[src/rtl/uds_pkg.sv]
// Package for the UTF-8 script language detector: codes, flags and range constants.
package uds_pkg;

  localparam int unsigned CpWidth   = 21;
  localparam int unsigned ByteWidth = 8;
  localparam int unsigned LangWidth = 3;
  localparam int unsigned NumScript = 5;

  // Bit positions of the script seen flags.
  localparam int unsigned SeenHan      = 0;
  localparam int unsigned SeenKana     = 1;
  localparam int unsigned SeenHangul   = 2;
  localparam int unsigned SeenCyrillic = 3;
  localparam int unsigned SeenLatin    = 4;

  typedef logic [NumScript-1:0] script_seen_t;
  typedef logic [CpWidth-1:0]   code_point_t;

  typedef enum logic [LangWidth-1:0] {
    LANG_NONE     = 3'd0,
    LANG_JAPANESE = 3'd1,
    LANG_CHINESE  = 3'd2,
    LANG_KOREAN   = 3'd3,
    LANG_RUSSIAN  = 3'd4,
    LANG_ENGLISH  = 3'd5
  } lang_code_e;

  // Script ranges, inclusive.
  localparam code_point_t HanLo0      = 21'h004E00;
  localparam code_point_t HanHi0      = 21'h009FFF;
  localparam code_point_t HanLo1      = 21'h003400;
  localparam code_point_t HanHi1      = 21'h004DBF;
  localparam code_point_t KanaLo0     = 21'h003040;
  localparam code_point_t KanaHi0     = 21'h0030FF;
  localparam code_point_t KanaLo1     = 21'h0031F0;
  localparam code_point_t KanaHi1     = 21'h0031FF;
  localparam code_point_t KanaLo2     = 21'h00FF66;
  localparam code_point_t KanaHi2     = 21'h00FF9F;
  localparam code_point_t HangulLo0   = 21'h00AC00;
  localparam code_point_t HangulHi0   = 21'h00D7AF;
  localparam code_point_t HangulLo1   = 21'h001100;
  localparam code_point_t HangulHi1   = 21'h0011FF;
  localparam code_point_t CyrillicLo  = 21'h000400;
  localparam code_point_t CyrillicHi  = 21'h0004FF;
  localparam code_point_t UpperLo     = 21'h000041;
  localparam code_point_t UpperHi     = 21'h00005A;
  localparam code_point_t LowerLo     = 21'h000061;
  localparam code_point_t LowerHi     = 21'h00007A;
  localparam code_point_t LatinExtLo  = 21'h0000C0;
  localparam code_point_t LatinExtHi  = 21'h00024F;

endpackage

[src/rtl/uds_classify.sv]
// Script classifier: maps one decoded code point to a script flag set with at most one bit set.
module uds_classify
  import uds_pkg::*;
(
  input  code_point_t  code_point_i,
  input  logic         cp_valid_i,
  output script_seen_t script_flag_o
);

  function automatic logic in_rng(code_point_t v, code_point_t lo, code_point_t hi);
    return (v >= lo) && (v <= hi);
  endfunction

  logic is_han, is_kana, is_hangul, is_cyr, is_latin;

  // The ranges are disjoint, so at most one flag is set.
  always_comb begin
    is_han    = in_rng(code_point_i, HanLo0, HanHi0) || in_rng(code_point_i, HanLo1, HanHi1);
    is_kana   = in_rng(code_point_i, KanaLo0, KanaHi0) || in_rng(code_point_i, KanaLo1, KanaHi1)
             || in_rng(code_point_i, KanaLo2, KanaHi2);
    is_hangul = in_rng(code_point_i, HangulLo0, HangulHi0)
             || in_rng(code_point_i, HangulLo1, HangulHi1);
    is_cyr    = in_rng(code_point_i, CyrillicLo, CyrillicHi);
    is_latin  = in_rng(code_point_i, UpperLo, UpperHi) || in_rng(code_point_i, LowerLo, LowerHi)
             || in_rng(code_point_i, LatinExtLo, LatinExtHi);

    script_flag_o               = '0;
    script_flag_o[SeenHan]      = cp_valid_i && is_han;
    script_flag_o[SeenKana]     = cp_valid_i && is_kana;
    script_flag_o[SeenHangul]   = cp_valid_i && is_hangul;
    script_flag_o[SeenCyrillic] = cp_valid_i && is_cyr;
    script_flag_o[SeenLatin]    = cp_valid_i && is_latin;
  end

endmodule

[src/rtl/utf8_script_language_detector.sv]
// Top level of the UTF-8 script language detector: decoder state, flags and result register.
//
//  Channel | Direction | Handshake                 | Payload
//  --------+-----------+---------------------------+------------------------------
//  in      | input     | in_valid_i / in_ready_o   | text_byte_i[7:0], last_byte_i
//  out     | output    | out_valid_o / out_ready_i | language_code_o[2:0]
//
// One byte word is taken per cycle unless the input is stalled. The decoder state
// (code point accumulator, remaining byte count, bad flag and script flags) updates in the
// same cycle a word is accepted, so the state loop sets the rate of one word per clock.
// A word marked last loads the language code into the output register, which shows it
// from the next cycle on, and returns the decoder state to its reset values.
// The input is stalled only while a result waits in the output register and is not
// being taken in the same cycle. Reset clears all decoder state and the output valid.
module utf8_script_language_detector
  import uds_pkg::*;
(
  input  logic                 clk_i,
  input  logic                 rst_ni,
  input  logic                 in_valid_i,
  output logic                 in_ready_o,
  input  logic [ByteWidth-1:0] text_byte_i,
  input  logic                 last_byte_i,
  output logic                 out_valid_o,
  input  logic                 out_ready_i,
  output logic [LangWidth-1:0] language_code_o
);

  code_point_t  accum_q, accum_d;
  logic [1:0]   remain_q, remain_d;
  logic         bad_q, bad_d;
  script_seen_t seen_q, seen_d;
  logic         out_valid_q, out_valid_d;
  lang_code_e   lang_q, lang_d;

  logic         accept;
  logic         is_cont;
  code_point_t  cp;
  logic         cp_valid;
  script_seen_t flag;
  script_seen_t seen_all;

  // The output register frees up in the same cycle its word is taken.
  assign in_ready_o = !out_valid_q || out_ready_i;
  assign accept     = in_valid_i && in_ready_o;
  assign is_cont    = (text_byte_i[7:6] == 2'b10);

  // Decoder next state. Inside an open sequence every byte is consumed; outside,
  // lead bytes open a sequence, ASCII is classified directly and others are skipped.
  always_comb begin
    accum_d  = accum_q;
    remain_d = remain_q;
    bad_d    = bad_q;
    cp       = accum_q;
    cp_valid = 1'b0;
    if (remain_q != 2'd0) begin
      if (is_cont) begin
        accum_d = {accum_q[CpWidth-7:0], text_byte_i[5:0]};
      end else begin
        bad_d = 1'b1;
      end
      remain_d = remain_q - 2'd1;
      cp       = accum_d;
      cp_valid = (remain_d == 2'd0) && !bad_d;
    end else if (!text_byte_i[7]) begin
      cp       = {{(CpWidth-ByteWidth){1'b0}}, text_byte_i};
      cp_valid = 1'b1;
    end else if (text_byte_i[7:5] == 3'b110) begin
      accum_d  = {{(CpWidth-5){1'b0}}, text_byte_i[4:0]};
      remain_d = 2'd1;
      bad_d    = 1'b0;
    end else if (text_byte_i[7:4] == 4'b1110) begin
      accum_d  = {{(CpWidth-4){1'b0}}, text_byte_i[3:0]};
      remain_d = 2'd2;
      bad_d    = 1'b0;
    end else if (text_byte_i[7:3] == 5'b11110) begin
      accum_d  = {{(CpWidth-3){1'b0}}, text_byte_i[2:0]};
      remain_d = 2'd3;
      bad_d    = 1'b0;
    end
  end

  uds_classify u_classify (
    .code_point_i  (cp),
    .cp_valid_i    (cp_valid),
    .script_flag_o (flag)
  );

  assign seen_all = seen_q | flag;

  // Priority: Kana, Han, Hangul, Cyrillic, Latin.
  always_comb begin
    if (seen_all[SeenKana]) begin
      lang_d = LANG_JAPANESE;
    end else if (seen_all[SeenHan]) begin
      lang_d = LANG_CHINESE;
    end else if (seen_all[SeenHangul]) begin
      lang_d = LANG_KOREAN;
    end else if (seen_all[SeenCyrillic]) begin
      lang_d = LANG_RUSSIAN;
    end else if (seen_all[SeenLatin]) begin
      lang_d = LANG_ENGLISH;
    end else begin
      lang_d = LANG_NONE;
    end
  end

  assign seen_d      = seen_all;
  assign out_valid_d = (accept && last_byte_i) || (out_valid_q && !out_ready_i);

  // Decoder state: a last word returns everything to reset.
  always_ff @(posedge clk_i or negedge rst_ni) begin
    if (!rst_ni) begin
      accum_q  <= '0;
      remain_q <= '0;
      bad_q    <= 1'b0;
      seen_q   <= '0;
    end else if (accept) begin
      if (last_byte_i) begin
        accum_q  <= '0;
        remain_q <= '0;
        bad_q    <= 1'b0;
        seen_q   <= '0;
      end else begin
        accum_q  <= accum_d;
        remain_q <= remain_d;
        bad_q    <= bad_d;
        seen_q   <= seen_d;
      end
    end
  end

  always_ff @(posedge clk_i or negedge rst_ni) begin
    if (!rst_ni) begin
      out_valid_q <= 1'b0;
    end else begin
      out_valid_q <= out_valid_d;
    end
  end

  // Result payload needs no reset.
  always_ff @(posedge clk_i) begin
    if (accept && last_byte_i) begin
      lang_q <= lang_d;
    end
  end

  assign out_valid_o     = out_valid_q;
  assign language_code_o = lang_q;

  // A last word always yields a result in the next cycle.
  a_last_gives_result: assert property (@(posedge clk_i) disable iff (!rst_ni)
    accept && last_byte_i |=> out_valid_o)
    else $error("last word did not produce a result");

  // After a last word the decoder starts from a clean state.
  a_last_clears_state: assert property (@(posedge clk_i) disable iff (!rst_ni)
    accept && last_byte_i |=> (remain_q == 2'd0) && (seen_q == '0) && !bad_q)
    else $error("decoder state not cleared after last word");

  // A non-last word never creates a result on an empty output.
  a_no_spurious_result: assert property (@(posedge clk_i) disable iff (!rst_ni)
    !out_valid_o && !(accept && last_byte_i) |=> !out_valid_o)
    else $error("result appeared without a last word");

  // The classifier never reports more than one script for a code point.
  a_flag_onehot: assert property (@(posedge clk_i) disable iff (!rst_ni)
    $onehot0(flag))
    else $error("code point classified into several scripts");

endmodule
[config.mk]
export PLATFORM = sky130hd
export DESIGN_NAME = utf8_script_language_detector
export DESIGN_NICKNAME = d
export VERILOG_FILES = /design/src/rtl/uds_pkg.sv /design/src/rtl/uds_classify.sv /design/src/rtl/utf8_script_language_detector.sv
export SDC_FILE = /design/constraint.sdc
export NUM_CORES = 1
export LEC_CHECK = 0
export ABC_AREA = 1
export BUFFER_PORTS_ARGS = -buffer_cell sky130_fd_sc_hd__buf_2
export CAP_MARGIN = 5
export CORE_ASPECT_RATIO = 1.5
export CORE_UTILIZATION = 35
export DETAILED_ROUTE_END_ITERATION = 6
export PLACE_DENSITY = 0.62
export SYNTH_ARGS = -nofsm -noshare
export SYNTH_HDL_FRONTEND = slang
export SYNTH_SLANG_ARGS = --single-unit
[constraint.sdc]
create_clock -name clk_i -period 2.2 [get_ports clk_i]
set_input_delay 0.22 -clock clk_i [delete_from_list [all_inputs] [get_ports clk_i]]
set_output_delay 0.22 -clock clk_i [all_outputs]
set_load 0.01 [all_outputs]
==> impl_metrics.csv <==
group,metric,value,unit
sta,tns,-534,ps
clock_tree,hold_buffers,0,
placed_design,dp.cells,698,
sta,fin_crit,2370,ps
clock_tree,clock_path_buffers,2,
clock_tree,cts-root-buf,"clkbuf_16",
yosys,ys_ff_latch,33,
final_layout,stdcell_count,722,
global_routing,antenna_found_initial,0,
placed_design,port_buffers,17,
sta,fin_ws,-172,ps
sta,rsz0062_at_grt,"yes",
detailed_routing,vias,3853,
sta,fmax,422,MHz
setup_path,path_max_fanout,5,
setup_path,crit_type,"flop to flop",
setup_path,setup.worst_path.start_class,"flop",
setup_path,arrival,2410,ps
yosys,yosys_most_used_dff,"dfrtp_1",
power,power_density,1260,mW/mm^2
final_layout,syn2layout_area_growth,48.8,%
yosys,syn_area,0.00314,sq mm
worst_hold_path,timing.hold.worst.class,"input port to async pin",
die,io_pins,18,
sta,final-hold-violation-count,2,
clock_tree,cts_tree,"yes",
global_routing,grt.total_usage,0.246,
yosys,ys_warn_count,0,
detailed_routing,drtIter0Drc,234,
setup_path,end_kind,"flop",
detailed_routing,drc,0,
yosys,yosys.area.top_type,"dfrtp_1",
power,fin_total_pwr,0.00590,W
power,vdd_drop_max,0.597,mV
yosys,synthArstFlopShare,0.909,
detailed_routing,firstDrtPassIters,4,
yosys,syn_inst,511,
clock_tree,clkSlewWorstSetupHoldPaths,60,ps
detailed_routing,vias_per_cell,5.34,
yosys,syn_nets,524,
detailed_routing,postRouteAntennaNets,0,
sta,fin_crit_sh,1.08,
die,core_area,0.00878,sq mm
detailed_routing,postRouteWirelength,11.0,mm
sta,whs,-0.948,ps
clock_tree,cts_buffers,5,
placed_design,dpl.hpwl,8.11,mm
global_routing,grt_pass1_vias,3892,
die,die_w,79.3,um
die,die-area,0.00936,sq mm
final_layout,antennaDiodeCount,0,
yosys,seq_area_frac_synth,0.268,
detailed_routing,post_drt_wl_per_cell,15.2,um
die,start_util,0.358,
placed_design,gp_congestion,0.961,
clock_tree,htreeDepth,2,
sta,relSlewSlack,0.489,
die,chipHeight,118,um
sta,setup_viol,5,
final_layout,final_common_cell,"nand2_1",
yosys,synthTopCellsByArea,"dfrtp_1, nand2_1, nand3_1, nor2_1, inv_1",
final_layout,layout_common_cells,"nand2_1, buf_4, nand3_1, inv_1, nand2_2",
clock_tree,clock_latency,290,ps
setup_path,required,2240,ps
clock_tree,numClockSinks,33,
yosys,synth_edf_count,3,
outcome,violations,"hold timing, setup timing",
die,rows,42,
power,p_leak,2.27,nW
yosys,synth_top_area_frac,0.239,
sta,final-max-slew-violation-count,0,
final_layout,final_nets,624,
final_layout,drive_above_1_share,0.392,
sta,worstMarginPinSlew,767,ps
outcome,status,"finished, violations left",
global_routing,grt_pass1_wl,17.9,mm
sta,fin_worst_skew,8.85,ps
yosys,ys_types,37,
job,maxCapViolations,0,
yosys,avgSynthCellArea,6.14,sq um
global_routing,grt_overflow_total,0,
global_routing,grt_max_degree,33,
## final cells by class
type | instances | area (sq um)
sequential | 33 | 841
fill | 827 | 4110
tap | 110 | 138
clock inverter | 1 | 5.00
timing repair buffer | 115 | 955
clock buffer | 7 | 153
inverter | 46 | 175
multi-input combinational | 410 | 2400
## kinds of logic after synthesis
logic type | count (synthesis) | share of synthesized area
AND/OR/NAND/NOR | 347 | 0.497
buffers and inverters | 68 | 0.110
AO/OA/AOI/OAI | 63 | 0.125
flip-flops | 33 | 0.268
## what timing repair did
action	CTS	global route
gates cloned	0	2
gates resized for setup	60	73
setup endpoints to repair	5	8
pin swaps	28	30
buffers inserted	8	6
## worst paths after layout
path	startpoint	end	slack (ps)	depth (start not counted)
max reg2reg	remain_q[1]	language_code_o[0]	-170	16
max	remain_q[1]	language_code_o[0]	-170	16
min in group clk_i	out_ready_i	out_valid_o	240	4
max in group asynchronous	rst_ni	seen_q[1]	1710	1
min reg2reg	accum_q[19]	accum_q[19]	490	2
min	rst_ni	remain_q[1]	-0.9	1
## cell usage after synthesis, types with 2 or more instances
master,instances
dfrtp_1,30
o21ai_0,20
buf_12,2
buf_2,8
clkbuf_1,4
o211ai_1,7
nand2_1,182
a31oi_1,3
nand2_2,12
edfxtp_1,3
o21ai_1,2
nand3b_1,3
clkinv_1,2
nand4_1,10
nand3_1,62
a21oi_1,10
nor2_1,50
nand3_2,4
buf_4,4
nor4_1,2
inv_2,5
nor2_2,7
buf_6,3
nand2_4,3
nor3_1,6
o31ai_1,18
inv_1,39
## flip-flops by register name (all words and copies together) (netlist names)
signal	cells
language_code_o	3
seen_q	5
bad_q	1
out_valid_o	1
accum_q	21
remain_q	2
## critical path: stages (launching register included)
cell	delay, ps
dfrtp_1	420
inv_2	130
nand2_8	100
nor2_4	170
buf_12	160
nand2_4	50
nand2_4	100
buf_4	110
buf_4	110
nor2_2	40
buf_4	120
nand2_1	60
nand2_1	60
nand4_1	100
nand3_2	110
a21oi_4	210
nand2_1	70
## where the power goes
| part | internal, W | switching (W) | total (W) | leakage (nW) |
|---|---|---|---|---|
| Sequential | 0.000768 | 0.000110 | 0.000878 | 0.435 |
| Combinational | 0.00185 | 0.00242 | 0.00426 | 1.75 |
| Clock | 0.000479 | 0.000281 | 0.000760 | 0.0799 |
## layer usage
metal / part of all wire / GRT usage / wire, um
met2: 0.54 / 0.446 / 5930
met3: 0.030 / 0.0395 / 326
met1: 0.37 / 0.252 / 4010
met4: 0.064 / 0.163 / 704
met5: 0 / 0 / 0
## per-stage QoR
step | hold WS (ps) | instance area (sq um) | utilization | worst slack [ps]
floorplan | -75.6 | 3140 | - | 93.1
global placement | 322 | 3850 | 0.439 | -198
detailed placement | 329 | 3850 | 0.439 | -204
CTS | 13.8 | 4310 | 0.491 | -87.5
global route | 42.9 | 4670 | 0.532 | -285
finish | -0.948 | 4670 | 0.532 | -172
Power figures use the tool's default switching activity.
